--- src/rtl/core/mbap_pkg.sv ---
// Package with the shared types and constants of the MBAP deframer.
package mbap_pkg;

  localparam int unsigned HdrLen    = 6;
  localparam int unsigned LenMin    = 2;
  localparam int unsigned LenMax    = 254;
  localparam int unsigned QueueDepth = 7;

  localparam logic [15:0] AgeMax        = 16'hFFFF;
  localparam logic [15:0] TimeoutReset  = 16'd1000;
  localparam logic [8:0]  MaxFrameReset = 9'd260;

  localparam logic [1:0] OpByte  = 2'd0;
  localparam logic [1:0] OpTick  = 2'd1;
  localparam logic [1:0] OpClose = 2'd2;
  localparam logic [1:0] OpError = 2'd3;

  localparam logic [2:0] StOk        = 3'd0;
  localparam logic [2:0] StBadHeader = 3'd1;
  localparam logic [2:0] StTooLarge  = 3'd2;
  localparam logic [2:0] StTimeout   = 3'd3;
  localparam logic [2:0] StClean     = 3'd4;
  localparam logic [2:0] StMidFrame  = 3'd5;
  localparam logic [2:0] StTransport = 3'd6;
  localparam logic [2:0] StFailed    = 3'd7;

  localparam logic RegTimeout  = 1'b0;
  localparam logic RegMaxFrame = 1'b1;

  // One queued result: a single word, or a burst of the six header bytes.
  typedef struct packed {
    logic        burst;
    logic [7:0]  data_byte;
    logic        last;
    logic [2:0]  status;
    logic [47:0] hdr;
  } desc_t;

endpackage

--- src/rtl/core/mbap_in_if.sv ---
// Input channel carrying stream events.
interface mbap_in_if;
  logic       valid;
  logic       ready;
  logic [1:0] operation;
  logic [7:0] rx_byte;

  modport source (output valid, output operation, output rx_byte, input ready);
  modport sink (input valid, input operation, input rx_byte, output ready);
endinterface

--- src/rtl/core/mbap_out_if.sv ---
// Output channel carrying frame bytes and status words.
interface mbap_out_if;
  logic       valid;
  logic       ready;
  logic [7:0] data_byte;
  logic       last;
  logic [2:0] status;

  modport source (output valid, output data_byte, output last, output status, input ready);
  modport sink (input valid, input data_byte, input last, input status, output ready);
endinterface

--- src/rtl/core/mbap_core.sv ---
// Frame state, header check and result decode for each accepted event.
module mbap_core import mbap_pkg::*; (
  input  logic        clk_i,
  input  logic        rst_ni,
  input  logic        accept_i,
  input  logic [1:0]  operation_i,
  input  logic [7:0]  rx_byte_i,
  input  logic [15:0] timeout_i,
  input  logic [8:0]  max_frame_i,
  output logic        push_o,
  output desc_t       desc_o
);

  logic [7:0]  hdr_q [HdrLen];
  logic [8:0]  taken_q, taken_d;
  logic [8:0]  target_q, target_d;
  logic [15:0] age_q, age_d;
  logic        failed_q, failed_d;
  logic        hdr_we;
  logic [15:0] age_inc;
  logic [8:0]  taken_inc;
  logic [15:0] frame_len;
  logic [8:0]  target_w;
  logic        hdr_bad;

  assign age_inc   = (age_q < AgeMax) ? age_q + 16'd1 : age_q;
  assign taken_inc = taken_q + 9'd1;
  assign frame_len = {hdr_q[4], rx_byte_i};
  assign target_w  = 9'(HdrLen) + 9'(rx_byte_i);
  assign hdr_bad   = (hdr_q[2] != 8'd0) || (hdr_q[3] != 8'd0) ||
                     (frame_len < 16'(LenMin)) || (frame_len > 16'(LenMax));

  always_comb begin
    taken_d  = taken_q;
    target_d = target_q;
    age_d    = age_q;
    failed_d = failed_q;
    hdr_we   = 1'b0;
    push_o   = 1'b0;
    desc_o   = '0;
    if (accept_i) begin
      if (failed_q) begin
        push_o        = 1'b1;
        desc_o.last   = 1'b1;
        desc_o.status = StFailed;
      end else begin
        case (operation_i)
          OpError: begin
            push_o        = 1'b1;
            failed_d      = 1'b1;
            desc_o.last   = 1'b1;
            desc_o.status = StTransport;
          end
          OpClose: begin
            push_o        = 1'b1;
            failed_d      = 1'b1;
            desc_o.last   = 1'b1;
            desc_o.status = (taken_q == 9'd0) ? StClean : StMidFrame;
          end
          OpTick: begin
            if (taken_q != 9'd0) begin
              age_d = age_inc;
              if (age_inc >= timeout_i) begin
                push_o        = 1'b1;
                failed_d      = 1'b1;
                desc_o.last   = 1'b1;
                desc_o.status = StTimeout;
              end
            end
          end
          OpByte: begin
            if (taken_q == 9'd0) begin
              age_d = '0;
            end
            if (taken_q < 9'(HdrLen)) begin
              hdr_we  = 1'b1;
              taken_d = taken_inc;
              if (taken_inc == 9'(HdrLen)) begin
                if (hdr_bad) begin
                  push_o        = 1'b1;
                  failed_d      = 1'b1;
                  desc_o.last   = 1'b1;
                  desc_o.status = StBadHeader;
                end else begin
                  target_d = target_w;
                  push_o   = 1'b1;
                  if (target_w > max_frame_i) begin
                    failed_d      = 1'b1;
                    desc_o.last   = 1'b1;
                    desc_o.status = StTooLarge;
                  end else begin
                    desc_o.burst = 1'b1;
                    desc_o.hdr   = {hdr_q[0], hdr_q[1], hdr_q[2], hdr_q[3], hdr_q[4],
                                    rx_byte_i};
                  end
                end
              end
            end else begin
              push_o           = 1'b1;
              desc_o.data_byte = rx_byte_i;
              if (taken_inc >= target_q) begin
                desc_o.last = 1'b1;
                taken_d     = '0;
                target_d    = 9'(HdrLen);
                age_d       = '0;
              end else begin
                taken_d = taken_inc;
              end
            end
          end
          default: ;
        endcase
      end
    end
  end

  always_ff @(posedge clk_i or negedge rst_ni) begin
    if (!rst_ni) begin
      taken_q  <= '0;
      target_q <= 9'(HdrLen);
      age_q    <= '0;
      failed_q <= 1'b0;
    end else begin
      taken_q  <= taken_d;
      target_q <= target_d;
      age_q    <= age_d;
      failed_q <= failed_d;
    end
  end

  always_ff @(posedge clk_i) begin
    if (hdr_we) begin
      hdr_q[taken_q[2:0]] <= rx_byte_i;
    end
  end

`ifndef ASSERT_OFF
  a_failed_sticky: assert property (@(posedge clk_i) disable iff (!rst_ni)
    failed_q |=> failed_q) else $error("failure latch cleared");
  a_taken_bound: assert property (@(posedge clk_i) disable iff (!rst_ni)
    !failed_q |-> (taken_q <= target_q) && (target_q <= 9'(HdrLen + LenMax)))
    else $error("byte count beyond frame");
`endif

endmodule

--- src/rtl/core/mbap_fifo.sv ---
// Small queue of result descriptors between the decode and the output stage.
module mbap_fifo import mbap_pkg::*; (
  input  logic  clk_i,
  input  logic  rst_ni,
  input  logic  push_i,
  input  desc_t desc_i,
  input  logic  pop_i,
  output logic  full_o,
  output logic  valid_o,
  output desc_t desc_o
);

  localparam int unsigned PtrW = $clog2(QueueDepth);
  localparam int unsigned CntW = $clog2(QueueDepth + 1);

  desc_t           mem_q [QueueDepth];
  logic [PtrW-1:0] wr_q, rd_q;
  logic [CntW-1:0] cnt_q;

  assign full_o  = (cnt_q == CntW'(QueueDepth));
  assign valid_o = (cnt_q != '0);
  assign desc_o  = mem_q[rd_q];

  always_ff @(posedge clk_i or negedge rst_ni) begin
    if (!rst_ni) begin
      wr_q  <= '0;
      rd_q  <= '0;
      cnt_q <= '0;
    end else begin
      if (push_i) begin
        wr_q <= (wr_q == PtrW'(QueueDepth - 1)) ? '0 : wr_q + PtrW'(1);
      end
      if (pop_i) begin
        rd_q <= (rd_q == PtrW'(QueueDepth - 1)) ? '0 : rd_q + PtrW'(1);
      end
      if (push_i && !pop_i) begin
        cnt_q <= cnt_q + CntW'(1);
      end else if (pop_i && !push_i) begin
        cnt_q <= cnt_q - CntW'(1);
      end
    end
  end

  always_ff @(posedge clk_i) begin
    if (push_i) begin
      mem_q[wr_q] <= desc_i;
    end
  end

`ifndef ASSERT_OFF
  a_no_overflow: assert property (@(posedge clk_i) disable iff (!rst_ni)
    push_i && !pop_i |-> !full_o) else $error("queue overflow");
  a_no_underflow: assert property (@(posedge clk_i) disable iff (!rst_ni)
    pop_i |-> valid_o) else $error("queue underflow");
`endif

endmodule

--- src/rtl/core/mbap_burst.sv ---
// Output register that expands header bursts into six words.
module mbap_burst import mbap_pkg::*; (
  input  logic        clk_i,
  input  logic        rst_ni,
  input  logic        q_valid_i,
  input  desc_t       q_desc_i,
  output logic        pop_o,
  input  logic        out_ready_i,
  output logic        out_valid_o,
  output logic [7:0]  data_byte_o,
  output logic        last_o,
  output logic [2:0]  status_o
);

  logic        out_valid_q;
  logic [7:0]  data_q;
  logic        last_q;
  logic [2:0]  status_q;
  logic [47:0] hdr_q;
  logic [2:0]  idx_q;
  logic        bursting_q;
  logic        can_load;
  logic [7:0]  hdr_byte;

  always_comb begin
    case (idx_q)
      3'd1:    hdr_byte = hdr_q[39:32];
      3'd2:    hdr_byte = hdr_q[31:24];
      3'd3:    hdr_byte = hdr_q[23:16];
      3'd4:    hdr_byte = hdr_q[15:8];
      3'd5:    hdr_byte = hdr_q[7:0];
      default: hdr_byte = hdr_q[47:40];
    endcase
  end

  assign can_load = !out_valid_q || out_ready_i;
  assign pop_o    = can_load && !bursting_q && q_valid_i;

  assign out_valid_o = out_valid_q;
  assign data_byte_o = data_q;
  assign last_o      = last_q;
  assign status_o    = status_q;

  always_ff @(posedge clk_i or negedge rst_ni) begin
    if (!rst_ni) begin
      out_valid_q <= 1'b0;
      bursting_q  <= 1'b0;
      idx_q       <= '0;
    end else if (can_load) begin
      if (bursting_q) begin
        out_valid_q <= 1'b1;
        idx_q       <= idx_q + 3'd1;
        if (idx_q == 3'(HdrLen - 1)) begin
          bursting_q <= 1'b0;
        end
      end else if (q_valid_i) begin
        out_valid_q <= 1'b1;
        bursting_q  <= q_desc_i.burst;
        idx_q       <= 3'd1;
      end else begin
        out_valid_q <= 1'b0;
      end
    end
  end

  always_ff @(posedge clk_i) begin
    if (can_load) begin
      if (bursting_q) begin
        data_q   <= hdr_byte;
        last_q   <= 1'b0;
        status_q <= StOk;
      end else if (q_valid_i) begin
        hdr_q <= q_desc_i.hdr;
        if (q_desc_i.burst) begin
          data_q   <= q_desc_i.hdr[47:40];
          last_q   <= 1'b0;
          status_q <= StOk;
        end else begin
          data_q   <= q_desc_i.data_byte;
          last_q   <= q_desc_i.last;
          status_q <= q_desc_i.status;
        end
      end
    end
  end

`ifndef ASSERT_OFF
  a_burst_shows: assert property (@(posedge clk_i) disable iff (!rst_ni)
    bursting_q |-> out_valid_q && !last_q) else $error("header burst without word");
  a_burst_len: assert property (@(posedge clk_i) disable iff (!rst_ni)
    bursting_q |-> idx_q >= 3'd1 && idx_q <= 3'(HdrLen - 1)) else $error("burst index");
`endif

endmodule

--- src/rtl/core/mbap_frame_deframer.sv ---
// Modbus/TCP MBAP deframer top level: register port, decode, queue and output stage.
// The block accepts one stream event per cycle while ready is high; results pass the queue
// and a registered output stage, one word per cycle while out ready is high. A valid
// header releases its six bytes as six consecutive words, so the output stage briefly
// runs behind the input; a seven-entry result queue absorbs this, and the input drops
// ready only while that queue is full, which happens under output back-pressure.
// Configuration registers: 0x0 frame_timeout_ticks (16 bits), 0x4 max_frame_bytes (9 bits).
module mbap_frame_deframer import mbap_pkg::*; (
  input  logic        clk_i,
  input  logic        rst_ni,
  input  logic        psel,
  input  logic        penable,
  input  logic        pwrite,
  input  logic [2:0]  paddr,
  input  logic [31:0] pwdata,
  output logic [31:0] prdata,
  output logic        pready,
  mbap_in_if.sink     in_s,
  mbap_out_if.source  out_m
);

  logic [15:0] timeout_q;
  logic [8:0]  max_frame_q;
  logic        cfg_we;
  logic        accept;
  logic        push;
  desc_t       push_desc;
  logic        q_full;
  logic        q_valid;
  desc_t       q_desc;
  logic        pop;

  assign pready = 1'b1;
  assign cfg_we = psel && penable && pwrite;
  assign prdata = (paddr[2] == RegMaxFrame) ? {23'd0, max_frame_q} : {16'd0, timeout_q};

  always_ff @(posedge clk_i or negedge rst_ni) begin
    if (!rst_ni) begin
      timeout_q   <= TimeoutReset;
      max_frame_q <= MaxFrameReset;
    end else if (cfg_we) begin
      if (paddr[2] == RegTimeout) begin
        timeout_q <= pwdata[15:0];
      end else begin
        max_frame_q <= pwdata[8:0];
      end
    end
  end

  assign in_s.ready = !q_full;
  assign accept     = in_s.valid && !q_full;

  mbap_core u_core (
    .clk_i       (clk_i),
    .rst_ni      (rst_ni),
    .accept_i    (accept),
    .operation_i (in_s.operation),
    .rx_byte_i   (in_s.rx_byte),
    .timeout_i   (timeout_q),
    .max_frame_i (max_frame_q),
    .push_o      (push),
    .desc_o      (push_desc)
  );

  mbap_fifo u_fifo (
    .clk_i   (clk_i),
    .rst_ni  (rst_ni),
    .push_i  (push),
    .desc_i  (push_desc),
    .pop_i   (pop),
    .full_o  (q_full),
    .valid_o (q_valid),
    .desc_o  (q_desc)
  );

  mbap_burst u_burst (
    .clk_i       (clk_i),
    .rst_ni      (rst_ni),
    .q_valid_i   (q_valid),
    .q_desc_i    (q_desc),
    .pop_o       (pop),
    .out_ready_i (out_m.ready),
    .out_valid_o (out_m.valid),
    .data_byte_o (out_m.data_byte),
    .last_o      (out_m.last),
    .status_o    (out_m.status)
  );

endmodule

--- src/flat_wrapper.sv ---
// flat-port wrapper written by rule: the top's interface ports become plain ports
module mbap_frame_deframer_flat import mbap_pkg::*;
  (clk_i, rst_ni, psel, penable, pwrite, paddr, pwdata, prdata, pready, in_s_valid, in_s_operation, in_s_rx_byte, in_s_ready, out_m_valid, out_m_data_byte, out_m_last, out_m_status, out_m_ready);
  mbap_in_if in_s_i ();
  mbap_out_if out_m_i ();
  input  logic clk_i;
  input  logic rst_ni;
  input  logic psel;
  input  logic penable;
  input  logic pwrite;
  input  logic [2:0] paddr;
  input  logic [31:0] pwdata;
  output logic [31:0] prdata;
  output logic pready;
  input wire logic [$bits(in_s_i.valid)-1:0] in_s_valid;
  input wire logic [$bits(in_s_i.operation)-1:0] in_s_operation;
  input wire logic [$bits(in_s_i.rx_byte)-1:0] in_s_rx_byte;
  output wire logic [$bits(in_s_i.ready)-1:0] in_s_ready;
  output wire logic [$bits(out_m_i.valid)-1:0] out_m_valid;
  output wire logic [$bits(out_m_i.data_byte)-1:0] out_m_data_byte;
  output wire logic [$bits(out_m_i.last)-1:0] out_m_last;
  output wire logic [$bits(out_m_i.status)-1:0] out_m_status;
  input wire logic [$bits(out_m_i.ready)-1:0] out_m_ready;
  assign in_s_i.valid = in_s_valid;
  assign in_s_i.operation = in_s_operation;
  assign in_s_i.rx_byte = in_s_rx_byte;
  assign in_s_ready = in_s_i.ready;
  assign out_m_valid = out_m_i.valid;
  assign out_m_data_byte = out_m_i.data_byte;
  assign out_m_last = out_m_i.last;
  assign out_m_status = out_m_i.status;
  assign out_m_i.ready = out_m_ready;
  mbap_frame_deframer u_core (.clk_i(clk_i), .rst_ni(rst_ni), .psel(psel), .penable(penable), .pwrite(pwrite), .paddr(paddr), .pwdata(pwdata), .prdata(prdata), .pready(pready), .in_s(in_s_i), .out_m(out_m_i));
endmodule
--- config.mk ---
export PLATFORM = sky130hd
export DESIGN_NAME = mbap_frame_deframer_flat
export DESIGN_NICKNAME = d
export VERILOG_FILES = /design/src/rtl/core/mbap_pkg.sv /design/src/rtl/core/mbap_in_if.sv /design/src/rtl/core/mbap_out_if.sv /design/src/rtl/core/mbap_core.sv /design/src/rtl/core/mbap_fifo.sv /design/src/rtl/core/mbap_burst.sv /design/src/rtl/core/mbap_frame_deframer.sv /design/src/flat_wrapper.sv
export SDC_FILE = /design/constraint.sdc
export NUM_CORES = 1
export LEC_CHECK = 0
export ABC_AREA = 1
export ABC_CLOCK_PERIOD_IN_PS = 7000
export BUFFER_PORTS_ARGS = -buffer_cell sky130_fd_sc_hd__buf_2
export CORE_ASPECT_RATIO = 1.25
export CORE_UTILIZATION = 35
export DETAILED_ROUTE_END_ITERATION = 6
export PLACE_DENSITY = 0.59
export SYNTH_ARGS = -nofsm -noshare
export SYNTH_HDL_FRONTEND = slang
export SYNTH_HIERARCHICAL = 1
export SYNTH_SLANG_ARGS = --single-unit
--- constraint.sdc ---
create_clock -name clk_i -period 7 [get_ports clk_i]
set_input_delay 0 -clock clk_i [delete_from_list [all_inputs] [get_ports clk_i]]
set_output_delay 0 -clock clk_i [all_outputs]
set_load 0.005 [all_outputs]
==> metrics <==
register bit total from synthesis 601; P&R area growth vs syn 13.73%; Starting Density 0.3550; critical path arrival 5.24 ns; synthesized instance count 2815; mean number of vias per cell 4.553; initial antenna violation count 2; Syn Area/Cell 9.803 um2; Die Width 253.2 um; EDFF count, synth 527; clock buffer count from CTS 58; DR iter-0 viols 1120; root buffer cell clkbuf_16; Worst-Margin Slew 1.076 ns; Detailed Route WL 62130 um; Synth Cell Area 27600 um2; Main synth FF type edfxtp_1; post-CTS sizing 0; total congestion overflow 0; final hold violations 0; H-tree levels 2; hold crit path type in -> reg; io pins 99; crit path kind reg -> reg; Setup TNS 0 ns; Global Route Usage Sum 0.1583; RSZ-0062 raised after global routing no; total number of yosys warnings 6; gpl congestion 0.8288; # clock sinks 601; Slew Limit Fails 0; max_slew headroom 0.2775; CP Capture Type flop; Core Rows 114; Worst Path Max Fanout 40; Lkg Pwr 13.36 nW; Worst-Skew Late Latency 0.61 ns; Nets 3016; clk_skew 0.02433 ns; Max Cap Violations 0; die area 79980 um2; status finished, final reports clean; fill count 7440; DR pass1 iterations 5; Pwr Density 378.0 nW/um2; vias in the first global route 17786; CTS tree yes; Yosys cell types 47; post-DR wirelength/cell 15.49 um; number of buffers added on ports 63; Bufs on Longest Clock Path 3; CTS clk-pin slew, worst paths 0.06 ns; Finish-stage setup viols 0; total chip power 11.86 mW; Fmax 0.2013 GHz; minimum clock period 4.967 ns; async set-or-reset flop fraction in the synthesized netlist 0.1231; Final period util 0.7096; remaining antenna violation count 0; Detail Placement HPWL 36990 um; post-CTS setup buffer count 0; Peak VDD IR 0.2848 mV; Die Y 315.9 um; WP data required 7.27 ns; total core area 77740 um2; via count 18256; Critical Path Source Type flop; DRC 0; global-route wire length before repair 98080 um; share of cells above drive strength 1 0.08567; hold buffers post-CTS 67; Seq/Total Area, Yosys 0.6410; pin count of the biggest net entering global routing 127
==> kinds of logic after synthesis <==
kind of cell,count (synthesis),synth area share
AOI/OAI and AO/OA,74,0.01578
xor gates and xnor gates,17,0.005395
adders and majority gates,47,0.02158
buffers and inverters,438,0.07467
DFF,601,0.6410
other,3,0.0004080
and+or+nand+nor,1635,0.2412
==> cell usage after synthesis (4+ instances only) <==
cell,n,share of area
nand2_1,1079,0.15
edfxtp_1,527,0.57
inv_1,281,0.038
nor2_1,268,0.036
nand3_1,208,0.038
dfrtp_1,64,0.058
buf_4,61,0.017
buf_2,50,0.0091
ha_1,46,0.021
a21oi_1,24,0.0044
o21ai_0,24,0.0044
nor3_1,22,0.0040
nor2_2,21,0.0048
clkbuf_1,16,0.0022
buf_6,14,0.0057
nand4_1,13,0.0029
xor2_1,13,0.0041
dfstp_2,10,0.0095
o21ai_2,9,0.0029
nand2_2,8,0.0018
o22ai_1,8,0.0018
buf_1,6,0.00082
inv_2,6,0.00082
nor2_4,4,0.0016
xnor2_1,4,0.0013
==> placed cells by master (no fill, tap or decap), types with 2 or more instances in the layout <==
master and instances:
conb_1 41, o21ai_0 23, buf_2 62, nand2_2 8, dfrtp_1 62, xnor2_1 4, nor2_4 11, nand2_4 3
clkinv_8 2, a21o_1 2, buf_4 18, o22ai_1 8, o21ai_2 9, nand4_1 13, nand3b_1 2, inv_1 280
clkbuf_1 13, nor2_2 21, clkinv_2 11, clkinvlp_4 2, inv_6 3, nor2_1 261, a21oi_1 23, nand2_1 1079
bufinv_16 9, dlygate4sd3_1 66, inv_4 2, clkinv_1 8, nand3_1 208, dfstp_2 10, o21ai_1 2, xor2_1 13
buf_12 7, nor3_1 22, nand3_2 2, clkbuf_16 58, clkbuf_8 4, ha_1 46, inv_2 4, edfxtp_1 527
==> path summary, 6_finish.rpt <==
kind                                                            start                               endpoint  slack [ns]  cells after the start
worst max-delay path               u_core/u_core/age_q[1]$_DFFE_PN0P_   u_core/u_fifo/mem_q[6][34]$_DFFE_PP_        2.03                     20
worst min-delay path                                       in_s_valid   u_core/u_fifo/mem_q[1][49]$_DFFE_PP_        0.10                      5
worst max register to register     u_core/u_core/age_q[1]$_DFFE_PN0P_   u_core/u_fifo/mem_q[6][34]$_DFFE_PP_        2.03                     20
worst min register to register  u_core/u_core/target_q[1]$_DFFE_PN1P_  u_core/u_core/target_q[1]$_DFFE_PN1P_        0.48                      2
max in group asynchronous                                      rst_ni   u_core/u_core/taken_q[2]$_DFFE_PN0P_        5.98                      4
min in group asynchronous                                      rst_ni     u_core/u_core/age_q[0]$_DFFE_PN0P_        0.43                      4
==> power by group <==
group          internal (mW)  switching (mW)
Clock                   1.91            1.34
Combinational           1.07            2.63
Sequential              4.65           0.271
==> final cells by class <==
class                   instances  area (um2)  area share
clock inverters                33       427.9     0.01363
inverters                     289        1100     0.03504
diodes                          1       2.502  0.00007973
clock buffers                  75        1555     0.04955
multi-input cells            1814        8053      0.2566
repair buffers                153        1246     0.03971
flip-flops and latches        601       17690      0.5638
well taps                    1044        1306     0.04162
==> metrics by stage <==
stage                 util  hold slack [ns]  setup WS, ns  instances  cell area, um2
detailed placement  0.3694         -0.01034         2.036       3834           28720
finish              0.4037           0.1019         2.033       4010           31390
global route        0.4037           0.1049         1.431       4010           31390
global placement    0.3694         -0.01477         2.068       3834           28720
CTS                 0.4037          0.07600         2.007       4009           31380
floorplan                -          -0.2956         1.244       2853           27740
==> critical path, cell delays in order, from the launching register on <==
cell and delay [ns]:
dfrtp_1 0.39, ha_1 0.20, nand3_1 0.13, nor3_1 0.23, nand2_1 0.17, nor2_2 0.20
nand2_1 0.10, o21ai_1 0.17, xor2_1 0.29, ha_1 0.17, nand2_1 0.08, nor3_1 0.22
nand2_1 0.08, nand3_1 0.13, nand2_1 0.06, nand2_1 0.07, nand2_1 0.05, a21oi_1 0.37
nand2_1 0.35, nor2_4 0.76, buf_12 0.34
==> layer usage <==
metal / track usage / vias up / wire, um
met1: 0.1918 / 8626 / 26370
met2: 0.2886 / 340 / 31830
met3: 0.02182 / 92 / 2292
met5: 0 / - / 0
met4: 0.05000 / 0 / 1630
li1: - / 9198 / -
==> flip-flops by register name, summed over array words and instances (netlist names) <==
register	flops
u_core/u_fifo/rd_q	3
u_core/u_core/age_q	16
u_core/u_burst/out_valid_o	1
u_core/u_fifo/cnt_q	3
u_core/u_burst/hdr_q	48
u_core/u_burst/data_byte_o	8
u_core/u_burst/bursting_q	1
u_core/u_core/target_q	9
u_core/u_burst/last_o	1
u_core/timeout_q	16
u_core/u_burst/idx_q	3
u_core/u_fifo/mem_q	427
u_core/u_core/failed_q	1
u_core/u_fifo/wr_q	3
u_core/max_frame_q	9
u_core/u_core/hdr_q	40
u_core/u_burst/status_o	3
u_core/u_core/taken_q	9
No activity file was read; power rests on OpenSTA's default activity.
